[config.mk]
export PLATFORM = sky130hd
export DESIGN_NAME = c_escape_decoder
export DESIGN_NICKNAME = d
export VERILOG_FILES = /design/src/rtl/ced_pkg.sv /design/src/rtl/ced_core.sv /design/src/rtl/ced_queue.sv /design/src/rtl/c_escape_decoder.sv
export VERILOG_INCLUDE_DIRS = /design/src /design/src/rtl
export SDC_FILE = /design/constraint.sdc
export NUM_CORES = 1
export LEC_CHECK = 0
export BUFFER_PORTS_ARGS = -buffer_cell sky130_fd_sc_hd__buf_2
export CAP_MARGIN = 20
export CELL_PAD_IN_SITES_DETAIL_PLACEMENT = 1
export CELL_PAD_IN_SITES_GLOBAL_PLACEMENT = 2
export CORE_UTILIZATION = 30
export CTS_BUF_LIST = sky130_fd_sc_hd__clkbuf_8 sky130_fd_sc_hd__clkbuf_16
export CTS_CLUSTER_SIZE = 28
export DETAILED_ROUTE_END_ITERATION = 12
export GPL_ROUTABILITY_DRIVEN = 1
export GPL_TIMING_DRIVEN = 0
export PLACE_DENSITY_LB_ADDON = 0.1
export SYNTH_ARGS = -nofsm -noshare
export SYNTH_HDL_FRONTEND = slang
export SYNTH_SLANG_ARGS = --single-unit
[constraint.sdc]
create_clock -name aclk -period 5.8 [get_ports aclk]
set_input_delay 0.29 -clock aclk [delete_from_list [all_inputs] [get_ports aclk]]
set_output_delay 0.29 -clock aclk [all_outputs]
set_load 0.01 [all_outputs]
[src/rtl/c_escape_decoder_assert.svh]
// Assertion macros for the escape decoder.
`ifndef C_ESCAPE_DECODER_ASSERT_SVH
`define C_ESCAPE_DECODER_ASSERT_SVH

`ifndef SYNTH
`define CED_ASSERT(lbl, clk, rstn, prop) \
    lbl: assert property (@(posedge clk) disable iff (!rstn) (prop)) \
        else $error("escape decoder check failed");
`define CED_ASSERT_NEXT(lbl, clk, rstn, ante, cons) \
    lbl: assert property (@(posedge clk) disable iff (!rstn) (ante) |=> (cons)) \
        else $error("escape decoder check failed");
`else
`define CED_ASSERT(lbl, clk, rstn, prop)
`define CED_ASSERT_NEXT(lbl, clk, rstn, ante, cons)
`endif

`endif

[src/rtl/ced_pkg.sv]
`timescale 1ns / 1ps

package ced_pkg;

    // result kinds
    localparam logic [1:0] KIND_DATA = 2'd0;
    localparam logic [1:0] KIND_END  = 2'd1;
    localparam logic [1:0] KIND_ERR  = 2'd2;

    localparam int MAX_RES  = 3;
    localparam int Q_DEPTH  = 4;
    localparam int Q_AW     = $clog2(Q_DEPTH);
    localparam int Q_CW     = $clog2(Q_DEPTH + 1);
    localparam int CNT_W    = $clog2(MAX_RES + 1);

    localparam logic [7:0] CH_BSLASH = 8'h5C;
    localparam logic [7:0] CH_X      = 8'h78;
    localparam logic [7:0] CH_ZERO   = 8'h30;
    localparam logic [7:0] CH_SEVEN  = 8'h37;
    localparam logic [7:0] CH_QMARK  = 8'h3F;
    localparam logic [7:0] CH_U      = 8'h75;

    typedef struct packed {
        logic [7:0] data;
        logic [1:0] kind;
    } result_t;

    typedef struct packed {
        logic [CNT_W-1:0]            count;
        result_t [MAX_RES-1:0]       res;
    } push_t;

    // {valid, byte}
    function automatic logic [8:0] simple_escape(input logic [7:0] c);
        logic [8:0] r;
        case (c)
            8'h27:    r = {1'b1, 8'h27};
            CH_BSLASH: r = {1'b1, 8'h5C};
            8'h22:    r = {1'b1, 8'h22};
            CH_QMARK: r = {1'b1, 8'h3F};
            8'h61:    r = {1'b1, 8'h07};
            8'h62:    r = {1'b1, 8'h08};
            8'h66:    r = {1'b1, 8'h0C};
            8'h6E:    r = {1'b1, 8'h0A};
            8'h72:    r = {1'b1, 8'h0D};
            8'h74:    r = {1'b1, 8'h09};
            8'h76:    r = {1'b1, 8'h0B};
            default:  r = 9'd0;
        endcase
        return r;
    endfunction

    // {valid, nibble}
    function automatic logic [4:0] hex_value(input logic [7:0] c);
        logic [4:0] r;
        if (c inside {[8'h30:8'h39]}) begin
            r = {1'b1, c[3:0]};
        end else if (c inside {[8'h61:8'h66], [8'h41:8'h46]}) begin
            r = {1'b1, c[3:0] + 4'd9};
        end else begin
            r = 5'd0;
        end
        return r;
    endfunction

endpackage

[src/rtl/ced_core.sv]
`timescale 1ns / 1ps

module ced_core (
    input  logic           aclk,
    input  logic           aresetn,
    input  logic           accept,
    input  logic [7:0]     in_byte,
    input  logic           last,
    output ced_pkg::push_t push
);
    import ced_pkg::*;

    localparam logic [2:0] PH_NORMAL = 3'd0;
    localparam logic [2:0] PH_ESC    = 3'd1;
    localparam logic [2:0] PH_HEX    = 3'd2;
    localparam logic [2:0] PH_OCT    = 3'd3;
    localparam logic [2:0] PH_DROP   = 3'd4;

    logic [2:0]  phase_reg, phase_next;
    logic [30:0] val_reg, val_next;
    logic        ovf_reg, ovf_next;
    logic        hx_reg, hx_next;

    logic [8:0]  simp;
    logic [4:0]  hexv;
    logic        is_oct;
    logic [30:0] acc_val;
    logic        acc_ovf;
    logic        do_normal;
    logic [CNT_W-1:0] n;
    logic [7:0]  run_byte;

    assign simp   = simple_escape(in_byte);
    assign hexv   = hex_value(in_byte);
    assign is_oct = (in_byte >= CH_ZERO) && (in_byte <= CH_SEVEN);

    always_comb begin
        phase_next = phase_reg;
        val_next   = val_reg;
        ovf_next   = ovf_reg;
        hx_next    = hx_reg;
        do_normal  = 1'b0;
        n          = '0;
        push.res   = '0;
        acc_val    = val_reg;
        acc_ovf    = ovf_reg;
        run_byte   = 8'd0;

        case (phase_reg)
            PH_DROP: begin
                if (last) begin
                    phase_next = PH_NORMAL;
                    val_next   = '0;
                    ovf_next   = 1'b0;
                    hx_next    = 1'b0;
                end
            end
            PH_ESC: begin
                if (simp[8]) begin
                    phase_next = PH_NORMAL;
                    push.res[n] = '{data: simp[7:0], kind: KIND_DATA};
                    n = n + 1'b1;
                    if (last) begin
                        push.res[n] = '{data: 8'd0, kind: KIND_END};
                        n = n + 1'b1;
                    end
                end else if (in_byte == CH_X) begin
                    val_next = '0;
                    ovf_next = 1'b0;
                    hx_next  = 1'b0;
                    if (last) begin
                        push.res[n] = '{data: 8'd0, kind: KIND_ERR};
                        n = n + 1'b1;
                        phase_next = PH_NORMAL;
                    end else begin
                        phase_next = PH_HEX;
                    end
                end else if (is_oct) begin
                    ovf_next = 1'b0;
                    hx_next  = 1'b0;
                    if (last) begin
                        push.res[n] = '{data: {5'd0, in_byte[2:0]}, kind: KIND_DATA};
                        n = n + 1'b1;
                        push.res[n] = '{data: 8'd0, kind: KIND_END};
                        n = n + 1'b1;
                        val_next   = '0;
                        phase_next = PH_NORMAL;
                    end else begin
                        val_next   = {28'd0, in_byte[2:0]};
                        phase_next = PH_OCT;
                    end
                end else begin
                    // \u, \U and unknown escapes all fail
                    push.res[n] = '{data: 8'd0, kind: KIND_ERR};
                    n = n + 1'b1;
                    val_next   = '0;
                    ovf_next   = 1'b0;
                    hx_next    = 1'b0;
                    phase_next = last ? PH_NORMAL : PH_DROP;
                end
            end
            PH_HEX, PH_OCT: begin
                if ((phase_reg == PH_HEX) ? hexv[4] : is_oct) begin
                    // overflow past 0x7FFFFFFF shows in the top bits before the shift
                    if (!ovf_reg) begin
                        if (phase_reg == PH_HEX) begin
                            if (val_reg[30:27] != 4'd0) begin
                                acc_ovf = 1'b1;
                            end else begin
                                acc_val = {val_reg[26:0], hexv[3:0]};
                            end
                        end else begin
                            if (val_reg[30:28] != 3'd0) begin
                                acc_ovf = 1'b1;
                            end else begin
                                acc_val = {val_reg[27:0], in_byte[2:0]};
                            end
                        end
                    end
                    if (last) begin
                        run_byte = acc_ovf ? 8'hFF : acc_val[7:0];
                        push.res[n] = '{data: run_byte, kind: KIND_DATA};
                        n = n + 1'b1;
                        push.res[n] = '{data: 8'd0, kind: KIND_END};
                        n = n + 1'b1;
                        val_next   = '0;
                        ovf_next   = 1'b0;
                        hx_next    = 1'b0;
                        phase_next = PH_NORMAL;
                    end else begin
                        val_next = acc_val;
                        ovf_next = acc_ovf;
                        hx_next  = (phase_reg == PH_HEX) | hx_reg;
                    end
                end else if ((phase_reg == PH_HEX) && !hx_reg) begin
                    // \x with no digit
                    push.res[n] = '{data: 8'd0, kind: KIND_ERR};
                    n = n + 1'b1;
                    val_next   = '0;
                    ovf_next   = 1'b0;
                    hx_next    = 1'b0;
                    phase_next = last ? PH_NORMAL : PH_DROP;
                end else begin
                    run_byte = ovf_reg ? 8'hFF : val_reg[7:0];
                    push.res[n] = '{data: run_byte, kind: KIND_DATA};
                    n = n + 1'b1;
                    val_next  = '0;
                    ovf_next  = 1'b0;
                    hx_next   = 1'b0;
                    do_normal = 1'b1;
                end
            end
            default: begin
                do_normal = 1'b1;
            end
        endcase

        // plain text handling, also for the byte that ends a digit run
        if (do_normal) begin
            phase_next = PH_NORMAL;
            if (in_byte == CH_BSLASH) begin
                if (last) begin
                    push.res[n] = '{data: 8'd0, kind: KIND_ERR};
                    n = n + 1'b1;
                end else begin
                    phase_next = PH_ESC;
                end
            end else begin
                push.res[n] = '{data: in_byte, kind: KIND_DATA};
                n = n + 1'b1;
                if (last) begin
                    push.res[n] = '{data: 8'd0, kind: KIND_END};
                    n = n + 1'b1;
                end
            end
        end

        push.count = accept ? n : '0;
    end

    always_ff @(posedge aclk) begin
        if (!aresetn) begin
            phase_reg <= PH_NORMAL;
            val_reg   <= '0;
            ovf_reg   <= 1'b0;
            hx_reg    <= 1'b0;
        end else if (accept) begin
            phase_reg <= phase_next;
            val_reg   <= val_next;
            ovf_reg   <= ovf_next;
            hx_reg    <= hx_next;
        end
    end

endmodule

[src/rtl/ced_queue.sv]
`timescale 1ns / 1ps
`include "c_escape_decoder_assert.svh"

module ced_queue (
    input  logic             aclk,
    input  logic             aresetn,
    input  ced_pkg::push_t   push,
    output logic             room,
    output logic             m_valid,
    input  logic             m_ready,
    output ced_pkg::result_t head
);
    import ced_pkg::*;

    result_t         mem_reg [Q_DEPTH];
    logic [Q_AW-1:0] wr_reg, wr_next;
    logic [Q_AW-1:0] rd_reg, rd_next;
    logic [Q_CW-1:0] cnt_reg, cnt_next;
    logic            pop;

    assign pop     = m_valid && m_ready;
    assign m_valid = (cnt_reg != '0);
    assign head    = mem_reg[rd_reg];
    // room for a worst-case request of MAX_RES results
    assign room    = (cnt_reg <= Q_CW'(Q_DEPTH - MAX_RES));

    always_comb begin
        wr_next  = wr_reg + Q_AW'(push.count);
        rd_next  = rd_reg + Q_AW'(pop);
        cnt_next = cnt_reg + Q_CW'(push.count) - Q_CW'(pop);
    end

    always_ff @(posedge aclk) begin
        for (int i = 0; i < MAX_RES; i++) begin
            if (CNT_W'(i) < push.count) begin
                mem_reg[wr_reg + Q_AW'(i)] <= push.res[i];
            end
        end
    end

    always_ff @(posedge aclk) begin
        if (!aresetn) begin
            wr_reg  <= '0;
            rd_reg  <= '0;
            cnt_reg <= '0;
        end else begin
            wr_reg  <= wr_next;
            rd_reg  <= rd_next;
            cnt_reg <= cnt_next;
        end
    end

    `CED_ASSERT(a_cnt_bound, aclk, aresetn, cnt_reg <= Q_CW'(Q_DEPTH))
    `CED_ASSERT(a_push_room, aclk, aresetn, (push.count == '0) || room)
    `CED_ASSERT_NEXT(a_pop_only, aclk, aresetn, pop && (push.count == '0), cnt_reg == $past(cnt_reg) - 1'b1)

endmodule

[src/rtl/c_escape_decoder.sv]
`timescale 1ns / 1ps
// A result is written into the result queue when the byte that causes it is taken; the queue entries drive m_.
// Throughput: one byte per cycle while results drain; a byte that yields up to three
// results holds off later bytes until the single-read result queue is back to at most one result.
// s_ready is high while the queue holds at most one result.
// Reset: synchronous, active low; returns to plain text with an empty queue.
module c_escape_decoder (
    input  logic       aclk,
    input  logic       aresetn,
    input  logic       s_valid,
    output logic       s_ready,
    input  logic [7:0] s_in_byte,
    input  logic       s_last,
    output logic       m_valid,
    input  logic       m_ready,
    output logic [7:0] m_out_byte,
    output logic [1:0] m_kind
);
    import ced_pkg::*;

    push_t   push;
    result_t head;
    logic    accept;

    // a request is taken only when the queue can hold its worst case
    assign accept = s_valid && s_ready;

    // escape state machine and digit accumulator; up to three results per byte
    ced_core u_core (
        .aclk    (aclk),
        .aresetn (aresetn),
        .accept  (accept),
        .in_byte (s_in_byte),
        .last    (s_last),
        .push    (push)
    );

    // result queue, multi-write, single read; its entries are the output registers
    ced_queue u_queue (
        .aclk    (aclk),
        .aresetn (aresetn),
        .push    (push),
        .room    (s_ready),
        .m_valid (m_valid),
        .m_ready (m_ready),
        .head    (head)
    );

    assign m_out_byte = head.data;
    assign m_kind     = head.kind;

endmodule

==> impl_metrics.json, run 1 <==
{
  "outcome": "complete, no violations",
  "reg2reg_to": "u_queue.cnt_reg[2]",
  "dr.pass1.iters": 5,
  "drive_gt1_share_pct": 12.9,
  "fin_nets": 747,
  "clk_latency_ps": 340,
  "syn-mean-instance-area_um2": 8.71,
  "period_share_pct": 90.3,
  "gp_congestion": 0.837,
  "seq_area_frac_synth_pct": 34.5,
  "syn-num-nets": 715,
  "critical_path_class": "input pin to flip-flop",
  "synth-edff-count": 40,
  "fmax_mhz": 191,
  "drcViolationCount": 0,
  "holdPathStages": 2,
  "ctsHoldBuffers": 0,
  "cts_tree": "done",
  "diodes": 0,
  "die_area_mm2": 0.0205,
  "rsz0062_at_grt": "no",
  "largest_register_ffs": 40,
  "p_per_area_mw_per_mm2": 265,
  "synth-seq-cells": 83,
  "core_region_area_mm2": 0.0195,
  "grt_pass1_wl_um": 33800,
  "design_area_mm2": 0.00674,
  "async_flop_share_pct": 0,
  "hold_start": "aresetn",
  "p_leak_uw": 0.00236,
  "min_path_type": "input pin to flip-flop",
  "grt_use_total_pct": 21.7,
  "endpoint_kind": "flip-flop",
  "htree_levels": 3,
  "gr-usage-met1_pct": 27.9,
  "die_h_um": 143,
  "cts_buffer_depth": 2,
  "area_delta_synth_final_pct": 12.6,
  "drt_iter0_drc": 272,
  "worstReg2RegStart": "u_core.phase_reg[2]",
  "grt_pass1_vias": 5806,
  "slew_headroom_pct": 35.6,
  "cts_num_sinks": 83,
  "clk_pin_slew_ps": 70,
  "slew_violations": 0,
  "pin_count": 25,
  "finalSetupViolCount": 0,
  "totalWireLength_um": 21100,
  "viasPerCell": 5.65,
  "dpl_cell_area_mm2": 0.00642,
  "cp_data_required_time_ps": 6010,
  "syn_area_mm2": 0.00598,
  "hpwl_um": 16400,
  "synthFlopType": "dfxtp_1",
  "worstPathCellList": "buf_2, buf_4, inv_1, ha_1, nor3b_1, nor4_2, a211oi_1, a311oi_4, nor2b_1, ha_1, nor4_1, o32a_1, a21oi_1, o31a_1, inv_2, buf_6, ha_1, fa_1, xnor2_1, xnor2_1, nor2_1",
  "portBuffers": 20,
  "numCtsBuffers": 9,
  "yosysUniqueCellTypes": 87,
  "fin_util_pct": 34.5,
  "r2r_slack_ps": 770,
  "grt_max_degree": 14,
  "cts-root-buf": "clkbuf_16",
  "vias": 5586,
  "critical_path.max_stage_delay_ps": 510,
  "path_common_cell": "ha_1",
  "met3_usage_pct": 3.15,
  "rows": 51,
  "setup_tns_ps": 0,
  "worstHoldEndpoint": "u_core.val_reg[0]",
  "crit_fanout": 10,
  "ys_warn_count": 0,
  "grt-busiest-layer": "met2",
  "die_w_um": 143,
  "ant_nets": 0,
  "syn_inst": 687,
  "cap_violations": 0,
  "grt.met2_usage_pct": 38.3,
  "postCtsSetupBuffers": 0,
  "wl_per_cell_um": 21.4,
  "ir_drop_uv": 131,
  "hold_viol_final": 0,
  "gr-total-overflow": 0,
  "fin_skew_ps": 7.59,
  "crit_slowest_cell": "a311oi_4",
  "layout_min_cycle_time_ps": 5240,
  "start_util_pct": 30.6,
  "ff2ff_path_depth": 20,
  "start_kind": "input pin",
  "cts_resized": 0,
  "worst_pin_slew_ps": 958,
  "antenna_found_initial": 0,
  "cp_data_arrival_time_ps": 5440
}
[synthesized netlist by cell type, types with 8 or more instances]
master / n / area (um2)
nand2_1: 88 / 330
clkbuf_1: 29 / 109
a21oi_1: 57 / 285
nand4_1: 9 / 56.3
nand3_1: 18 / 90.1
mux4_2: 10 / 225
o22ai_1: 10 / 62.6
a22o_1: 35 / 307
nor3_1: 16 / 80.1
or3_1: 9 / 56.3
o21ai_0: 30 / 150
nor2_1: 52 / 195
o2111ai_1: 12 / 105
buf_6: 8 / 90.1
ha_1: 14 / 175
dfxtp_1: 43 / 861
and2_1: 16 / 100
edfxtp_1: 40 / 1200
o211ai_1: 8 / 60.1
inv_1: 20 / 75.1
mux2i_1: 10 / 100
[per-stage QoR]
| stage | hold slack (ps) | power [uW] | instances | setup slack [ps] |
|---|---|---|---|---|
| 2_1_floorplan | 436 | 1030 | 687 | 1390 |
| 3_3_place_gp | 449 | 1160 | 972 | 49.3 |
| 3_5_place_dp | 460 | 1180 | 973 | 200 |
| 4_1_cts | 217 | 1810 | 988 | 556 |
| 5_1_grt | 254 | 1880 | 988 | 203 |
| 6_report | 222 | 1790 | 988 | 564 |
[how the worst max path moves through the flow]
stage | slack, ps | cells past startpoint | endpoint | start
finish | 560 | 21 | u_queue.cnt_reg[2] | s_in_byte[0]
CTS | 560 | 21 | u_queue.cnt_reg[2] | s_in_byte[0]
floorplan | 1390 | 20 | u_queue.cnt_reg[2] | s_in_byte[0]
global route | 200 | 22 | u_queue.cnt_reg[2] | s_in_byte[0]
detailed placement | 200 | 21 | u_queue.cnt_reg[2] | s_in_byte[0]
global placement | 50 | 17 | u_queue.mem_reg[3][3] | s_in_byte[0]
[kinds of logic after synthesis]
logic type	count (synthesis)	share of synthesized area, %
flip-flops	83	34.5
adder cells (fa/ha/maj)	15	3.26
AO/OA/AOI/OAI	229	27.4
multiplexers	21	5.63
AND/OR/NAND/NOR	257	21.8
buffers and inverters	74	6.25
XOR/XNOR	8	1.17
[layer usage]
metal / vias to the layer above / routed length [um]
met1: 2810 / 9880
met4: 0 / 267
met2: 93 / 10300
met3: 20 / 651
met5: - / 0
li1: 2663 / -
[report_power, final]
part	total, uW	switching [uW]	internal (uW)
combinational	457	266	192
sequential	703	18.1	685
clock	625	245	380
total	1790	529	1260
[layout by cell type (no fill, tap or decap), types with 23 or more instances in the layout]
cell type,instances
nor2_1,52
o21ai_0,29
dfxtp_1,43
nand2_1,88
buf_2,27
inv_1,23
clkbuf_1,29
edfxtp_1,40
a22o_1,35
a21oi_1,57
[worst max-delay path: cells and delay by family]
kind	cells	cell delay [ps]
xor+xnor	2	350
compound gates	5	1430
buf+inv	5	710
fa+ha+maj	4	1290
simple gates	5	1350
[area by class of cell]
cell class              count  area, um2
clock inverters             4       41.3
plain buffers              53        295
multi-input cells         530       3550
repair buffers             21        108
flip-flops and latches     83       2060
inverters                  21       78.8
fillers                  2357      12800
well taps                 265        332
clock buffers              11        275
No activity file was read; power rests on OpenSTA's default activity.
==> run 2, diff against run 1 <==
--- a/config.mk
+++ b/config.mk
@@ -6,7 +6,8 @@
 export SDC_FILE = /design/constraint.sdc
 export NUM_CORES = 1
 export LEC_CHECK = 0
-export BUFFER_PORTS_ARGS = -buffer_cell sky130_fd_sc_hd__buf_2
+export ABC_AREA = 1
+export BUFFER_PORTS_ARGS = -buffer_cell sky130_fd_sc_hd__clkbuf_2
 export CAP_MARGIN = 20
 export CELL_PAD_IN_SITES_DETAIL_PLACEMENT = 1
 export CELL_PAD_IN_SITES_GLOBAL_PLACEMENT = 2
==> impl_metrics.json, run 2 <==
{
  "reg2reg_to": "u_queue.mem_reg[2][1]",
  "area_delta_synth_final_pct": 11.2,
  "worstPathCellList": "clkbuf_2, inv_1, ha_1, nor2_1, nor2_1, o21ai_2, nand2_4, nand2_2, nand2_2, nand3_2, nand2_2, inv_2, ha_1, nand2_1, inv_1, a211oi_1, o21ai_0, nand2_1, nand2_8, nand3_4, nor2_4, buf_6, nor2_1, nand2_1",
  "vias": 7048,
  "finalSetupViolCount": 0,
  "worstReg2RegStart": "u_core.phase_reg[1]",
  "yosys.area.top_type": "nand2_1",
  "whs_ps": 312,
  "endpoint_kind": "flip-flop",
  "period_share_pct": 74.6,
  "start_kind": "input pin",
  "core_region_area_mm2": 0.0220,
  "fmax_mhz": 231,
  "cts-root-buf": "clkbuf_16",
  "numCtsBuffers": 9,
  "syn-num-nets": 1081,
  "diodes": 0,
  "final_common_cell": "nand2_1",
  "die_h_um": 153,
  "outcome": "complete, no violations",
  "met3_usage_pct": 2.42,
  "grt_max_degree": 15,
  "critical_path.max_stage_delay_ps": 450,
  "cp_data_arrival_time_ps": 4300,
  "layout_min_cycle_time_ps": 4330,
  "setup_tns_ps": 0,
  "fin_nets": 1114,
  "dr.pass1.iters": 4,
  "rows": 54,
  "grt_pass1_wl_um": 42800,
  "async_flop_share_pct": 0,
  "cts_buffer_depth": 2,
  "htree_levels": 3,
  "yosysUniqueCellTypes": 47,
  "slew_violations": 0,
  "postCtsSetupBuffers": 0,
  "syn_inst": 1053,
  "cap_violations": 0,
  "die_area_mm2": 0.0233,
  "syn_area_mm2": 0.00681,
  "crit_end": "u_queue.mem_reg[2][1]",
  "fin_util_pct": 34.4,
  "synth-edff-count": 40,
  "largest_register_ffs": 40,
  "synth_top_area_share_pct": 18.2,
  "antenna_found_initial": 0,
  "ff2ff_path_depth": 20,
  "clk_pin_slew_ps": 60,
  "grt_use_total_pct": 23.8,
  "fin_cells": 1371,
  "critical_path_class": "input pin to flip-flop",
  "gr-usage-met1_pct": 32.2,
  "gr-total-overflow": 0,
  "ctsHoldBuffers": 0,
  "portBuffers": 22,
  "synth.area.top_cells": "nand2_1 18%, edfxtp_1 18%, dfxtp_1 13%, nor2_1 7.6%, nand3_1 5.7%",
  "cts_num_sinks": 83,
  "min_path_type": "input pin to flip-flop",
  "clk_latency_ps": 350,
  "ant_nets": 0,
  "ys_warn_count": 0,
  "yosys.cell_count.top_type": "nand2_1",
  "slew_headroom_pct": 40.6,
  "cp_data_required_time_ps": 5770,
  "crit_slowest_cell": "nand2_1",
  "gp_congestion": 0.832,
  "worst_pin_slew_ps": 885,
  "r2r_slack_ps": 1860,
  "seq_area_frac_synth_pct": 30.3,
  "startpoint": "s_in_byte[1]",
  "drcViolationCount": 0,
  "hold_viol_final": 0,
  "start_util_pct": 30.9,
  "grt.met2_usage_pct": 40.8,
  "totalWireLength_um": 26400,
  "rsz0062_at_grt": "no",
  "p_per_area_mw_per_mm2": 239,
  "synthFlopType": "dfxtp_1",
  "cts_resized": 0,
  "die_w_um": 153,
  "fin_skew_ps": 15.3,
  "grt-busiest-layer": "met2",
  "pin_count": 25,
  "p_total_uw": 1810,
  "wl_per_cell_um": 19.2,
  "drive_gt1_share_pct": 12.4,
  "ir_drop_uv": 125,
  "synth-seq-cells": 83,
  "cts_tree": "done",
  "netlist_top_cells_count": "330 x nand2_1, 138 x nor2_1, 77 x nand3_1, 77 x o21ai_0, 72 x inv_1",
  "layout_common_cells": "330 x nand2_1, 138 x nor2_1, 77 x nand3_1, 77 x o21ai_0, 73 x inv_1",
  "drt_iter0_drc": 329,
  "grt_pass1_vias": 7360,
  "syn-mean-instance-area_um2": 6.47,
  "p_leak_uw": 0.00340,
  "viasPerCell": 5.14,
  "hpwl_um": 20500,
  "dp_cells": 1355,
  "crit_fanout": 10
}
[run 2: power by group]
group	internal (uW)	switching, uW	total, uW
Sequential	685	20.9	706
Combinational	161	357	518
Clock	339	250	589
[run 2: metal layers]
metal  up-vias  routed length (um)
met5         -                   0
met4         0                 304
met3        18                 562
met2        65               12600
met1      3399               13000
li1       3566                   -
[run 2: cells by family after synthesis]
| group | Yosys count | synth area share [%] |
|---|---|---|
| AOI/OAI and AO/OA | 179 | 15.2 |
| adders and majority gates | 15 | 2.87 |
| xor gates and xnor gates | 4 | 0.515 |
| buffers and inverters | 140 | 9.09 |
| and+or+nand+nor | 632 | 42.0 |
| DFF | 83 | 30.3 |
[run 2: final cells by class]
class | count | area [um2]
multi-input combinational | 830 | 4130
tap | 280 | 350
inverter | 97 | 364
buffer | 43 | 255
clock inverter | 4 | 21.3
timing repair buffer | 22 | 110
fill | 2870 | 14500
sequential | 83 | 2060
clock buffer | 12 | 278
[run 2: metrics by stage]
stage	worst slack, ps	cell area (um2)
after floorplan	2190	6810
after global placement	1110	7270
after detailed placement	1120	7270
after CTS	1470	7570
after global routing	1060	7570
final	1470	7570
[run 2: critical path: cells and delay by family]
kind            cells  cell delay, ps
compound gates      3             490
fa+ha+maj           2             510
buf+inv             5            1000
simple gates       14            1980
[run 2: worst min-delay path by stage]
stage,from,endpoint,slack [ps],depth (start not counted)
after global routing,aresetn,u_queue.wr_reg[0],340,3
after floorplan,u_core.hx_reg,u_core.hx_reg,430,2
after detailed placement,u_core.hx_reg,u_core.hx_reg,460,2
after CTS,aresetn,u_queue.rd_reg[0],310,3
after global placement,u_core.hx_reg,u_core.hx_reg,450,2
final,aresetn,u_queue.rd_reg[0],310,3
